File: config.mk
export PLATFORM = sky130hd
export DESIGN_NAME = dq_cell
export DESIGN_NICKNAME = d
export VERILOG_FILES = /design/src/rtl/dq_pkg.sv /design/src/rtl/dq_cell.sv
export SDC_FILE = /design/constraint.sdc
export NUM_CORES = 1
export LEC_CHECK = 0
export BUFFER_PORTS_ARGS = -buffer_cell sky130_fd_sc_hd__clkbuf_2
export CAP_MARGIN = 20
export CORE_MARGIN = 10
export CORE_UTILIZATION = 42
export DETAILED_ROUTE_END_ITERATION = 8
export PLACE_DENSITY = 0.84
export SLEW_MARGIN = 10
export SYNTH_ARGS = -nofsm -noshare
export SYNTH_HDL_FRONTEND = slang
export SYNTH_SLANG_ARGS = --single-unit
export TNS_END_PERCENT = 1
File: constraint.sdc
create_clock -name clk -period 1.9 [get_ports clk]
set_clock_uncertainty 0.05 [all_clocks]
set_input_delay 0.19 -clock clk [delete_from_list [all_inputs] [get_ports clk]]
set_output_delay 0.19 -clock clk [all_outputs]
set_load 0.02 [all_outputs]
File: src/rtl/dq_pkg.sv
// Package for the circular deque: request codes, widths and the control
// group that the top level broadcasts to the row of storage cells.
// No dependencies.
package dq_pkg;

    // Width of one stored entry and of the capacity register.
    localparam int DATA_W = 32;
    localparam int CAP_W  = 5;
    localparam int REQ_W  = 3;

    // Capacity register value after reset.
    localparam logic [CAP_W-1:0] CAP_RESET = CAP_W'(16);

    // Request codes carried by req_type.
    typedef enum logic [REQ_W-1:0] {
        REQ_NONE       = 3'd0,
        REQ_PUSH_FRONT = 3'd1,
        REQ_PUSH_BACK  = 3'd2,
        REQ_POP_FRONT  = 3'd3,
        REQ_POP_BACK   = 3'd4
    } req_t;

    // Shift controls shared by every cell of the row.
    typedef struct packed {
        logic shift_right;   // take the left neighbor's entry (push at front)
        logic shift_left;    // take the right neighbor's entry (pop at front)
    } cell_ctrl_t;

endpackage

File: src/rtl/dq_cell.sv
// One storage cell of the deque row. Each cell holds one entry and, on a
// front push or pop, trades it with its neighbor. Depends on dq_pkg.
module dq_cell
    import dq_pkg::*;
(
    input  logic              clk,
    input  cell_ctrl_t        ctrl,
    input  logic              load_en,
    input  logic [DATA_W-1:0] load_data,
    input  logic [DATA_W-1:0] from_left,
    input  logic [DATA_W-1:0] from_right,
    output logic [DATA_W-1:0] data,
    output logic [DATA_W-1:0] data_next
);

    logic [DATA_W-1:0] data_reg;

    // Select the entry this cell holds after the current beat.
    always_comb
    begin
        if (ctrl.shift_right)
        begin
            data_next = from_left;
        end
        else if (ctrl.shift_left)
        begin
            data_next = from_right;
        end
        else if (load_en)
        begin
            data_next = load_data;
        end
        else
        begin
            data_next = data_reg;
        end
    end

    // Entry storage; payload only, so no reset.
    always_ff @(posedge clk)
    begin
        data_reg <= data_next;
    end

    assign data = data_reg;

endmodule

==> results.yml <==
detailed_routing:
  drt_first_pass_iters: 4
  detail-route-antenna-nets: 0
  first_iter_violations: 94
  detail_route.vias_per_cell: 4.96
  detail_route.wl_per_cell_um: 17.3
  vias: 1923
  drt_wl_total_mm: 6.71
  detail_route.drc_violations: 0
layout:
  largest_register_ffs: 32
  layout-drive-gt1-share_pct: 61.0
  layout.core_utilization_pct: 64.3
  design.final.nets: 435
  area_delta_synth_final_pct: 46.1
  number_of_diodes_added_for_antenna_fixing: 0
power_and_ir_drop:
  highest_ir_drop_seen_on_vdd_uv: 432
  static_leak_nw: 1.40
  power_density_nw_per_um2: 704
global_route:
  globalRouteOverflowTotal: 0
  gr-usage-met1_pct: 17.2
  grt_pass1_wl_mm: 9.98
  grt_antenna_before_repair: 0
  grtUsageMet3_pct: 6.41
  busiest_layer: "met2"
  grt_start_max_net_pins: 65
  use_met2_pct: 27.5
  number_of_global_route_vias_before_repair: 2039
  grt_usage_pct: 16.1
clock_tree:
  clk_transition_reported_paths_ns: 0.06
  post_cts.repair.setup_buffers: 0
  cts-htree-levels: 2
  post_cts_resized: 0
  cts_inserted_buffers: 5
  clock_latency_ns: 0.27
  cts_buffer_depth: 2
  cts_tree: "built"
  cts.sink_count: 32
  cts_root_buf: "sky130_fd_sc_hd__clkbuf_8"
  ctsHoldBuffers: 0
timing:
  period_utilization_post_route_pct: 86.5
  final_max_slew_viol_count: 0
  max_clock_freq_mhz: 608
  final-setup-viol-count: 0
  slew_headroom_pct: 62.6
  totalNegativeSetupSlack_ns: 0
  period_needed_ns: 1.64
  hold_violations: 0
  worst_margin_pin_slew_ns: 0.560
  unrepaired_setup_endpoints_after_global_routing: "no"
  setup_slack_ns: 0.256
critical_path:
  endpoint_kind_of_the_worst_setup_timing_path: "output port"
  path_max_fanout: 64
  timing.critical_path.arrival_ns: 1.40
  data_required_time_of_the_worst_path_ns: 1.66
  crit_type: "in -> out"
  critPathLaunchType: "primary input"
logic_synthesis:
  synth.largest_area_cell: "sky130_fd_sc_hd__dfxtp_1"
  yosys_register_bits: 32
  synth_enable_flop_cells: 0
  yosys_warnings: 0
  mappedNetlistNets: 278
  syn-instance-count: 178
  area_share_of_the_largest_cell_type_after_synthesis_pct: 32.9
  ys_top_cells_by_count: "32 x sky130_fd_sc_hd__dfxtp_1, 32 x sky130_fd_sc_hd__mux2i_1, 32 x sky130_fd_sc_hd__nor3b_1"
  synth_flop_cell: "sky130_fd_sc_hd__dfxtp_1"
  syn-mean-instance-area_um2: 10.9
  postSynth.asyncResetShare_pct: 0
  synth_seq_area_share_pct: 32.9
  yosysUniqueCellTypes: 13
  synthesized_cell_area_um2: 1940
  synth_top_cells_by_area: "sky130_fd_sc_hd__dfxtp_1 33%, sky130_fd_sc_hd__a211oi_2 20%, sky130_fd_sc_hd__mux2i_1 16%"
placement:
  routabilityCongestion: 0.757
  dp_worst_setup_slack_ns: 0.00749
  detailed_place_hpwl_mm: 5.41
  io_buffers: 163
floorplanning:
  fp-row-count: 24
  initial_utilization_pct: 44.0
  core_area_um2: 4410
  die_height_um: 88.0
  dieArea_um2: 7750
  i_o_pin_count: 164
  floorplan.die.width_um: 88.0
flow_run:
  timing.max_cap.violations: 0
min_path:
  hold_path_class: "in -> reg"
status:
  status: "finished, final reports clean"
[worst max-delay path, stage by stage]
cell	delay, ns
sky130_fd_sc_hd__clkbuf_2	0.11
sky130_fd_sc_hd__buf_4	0.46
sky130_fd_sc_hd__nor3b_1	0.12
sky130_fd_sc_hd__a221oi_1	0.28
sky130_fd_sc_hd__clkbuf_2	0.24
[cell usage in the layout, fill, tap and decap left out, types with 2 or more instances in the layout]
cell type,synthesis,final
sky130_fd_sc_hd__a211oi_2,31,31
sky130_fd_sc_hd__buf_4,3,2
sky130_fd_sc_hd__clkbuf_1,6,2
sky130_fd_sc_hd__clkbuf_2,0,163
sky130_fd_sc_hd__clkbuf_8,0,6
sky130_fd_sc_hd__dfxtp_1,32,32
sky130_fd_sc_hd__mux2i_1,32,32
sky130_fd_sc_hd__nor2b_1,31,31
sky130_fd_sc_hd__nor3b_1,32,32
[power by group]
group	leakage [nW]	internal (mW)	switching, mW
sequential	0.270	0.741	0.0326
clock	0.0455	0.295	0.232
combinational	1.08	0.290	0.408
total	1.40	1.33	0.673
[stage by stage]
step	total power [mW]	cells	hold slack (ns)	instance area (µm²)
after floorplan	1.22	178	0.413	1940
after global placement	1.47	379	0.405	2720
after detailed placement	1.49	379	0.415	2720
after CTS	2.03	387	0.118	2810
after global routing	2.11	388	0.137	2840
final	2.00	388	0.129	2840
[path summary, 6_finish.rpt]
check / start / end / slack, ns / depth (start not counted)
hold / removal: from_left[29] / data[29] / 0.13 / 3
setup / recovery: ctrl[1] / data_next[29] / 0.26 / 5
setup reg to reg: data[29] / data[29] / 1.02 / 2
hold reg to reg: data[8] / data[8] / 0.54 / 2
[logic make-up (layout without fill, tap and decap cells)]
family,Yosys count,count (layout),synth area share (%)
muxes,32,32,16.5
DFF,32,32,32.9
AOI/OAI and AO/OA,32,32,20.4
and+or+nand+nor,64,64,22.7
buffers and inverters,18,176,7.53
[layout make-up]
type	instances	area (µm²)
clock buffers	8	90.1
fillers	375	1570
inverters	1	3.75
multi-input cells	128	1160
flip-flops and latches	32	641
well taps	52	65.1
repair buffers	167	878
[routing by layer]
| layer | up-vias | part of all wire (%) |
|---|---|---|
| met5 | - | 0 |
| met2 | 94 | 51 |
| met3 | 12 | 11 |
| met1 | 848 | 36 |
| met4 | 0 | 1.8 |
| li1 | 969 | - |
(Power assumes the default switching activity.)
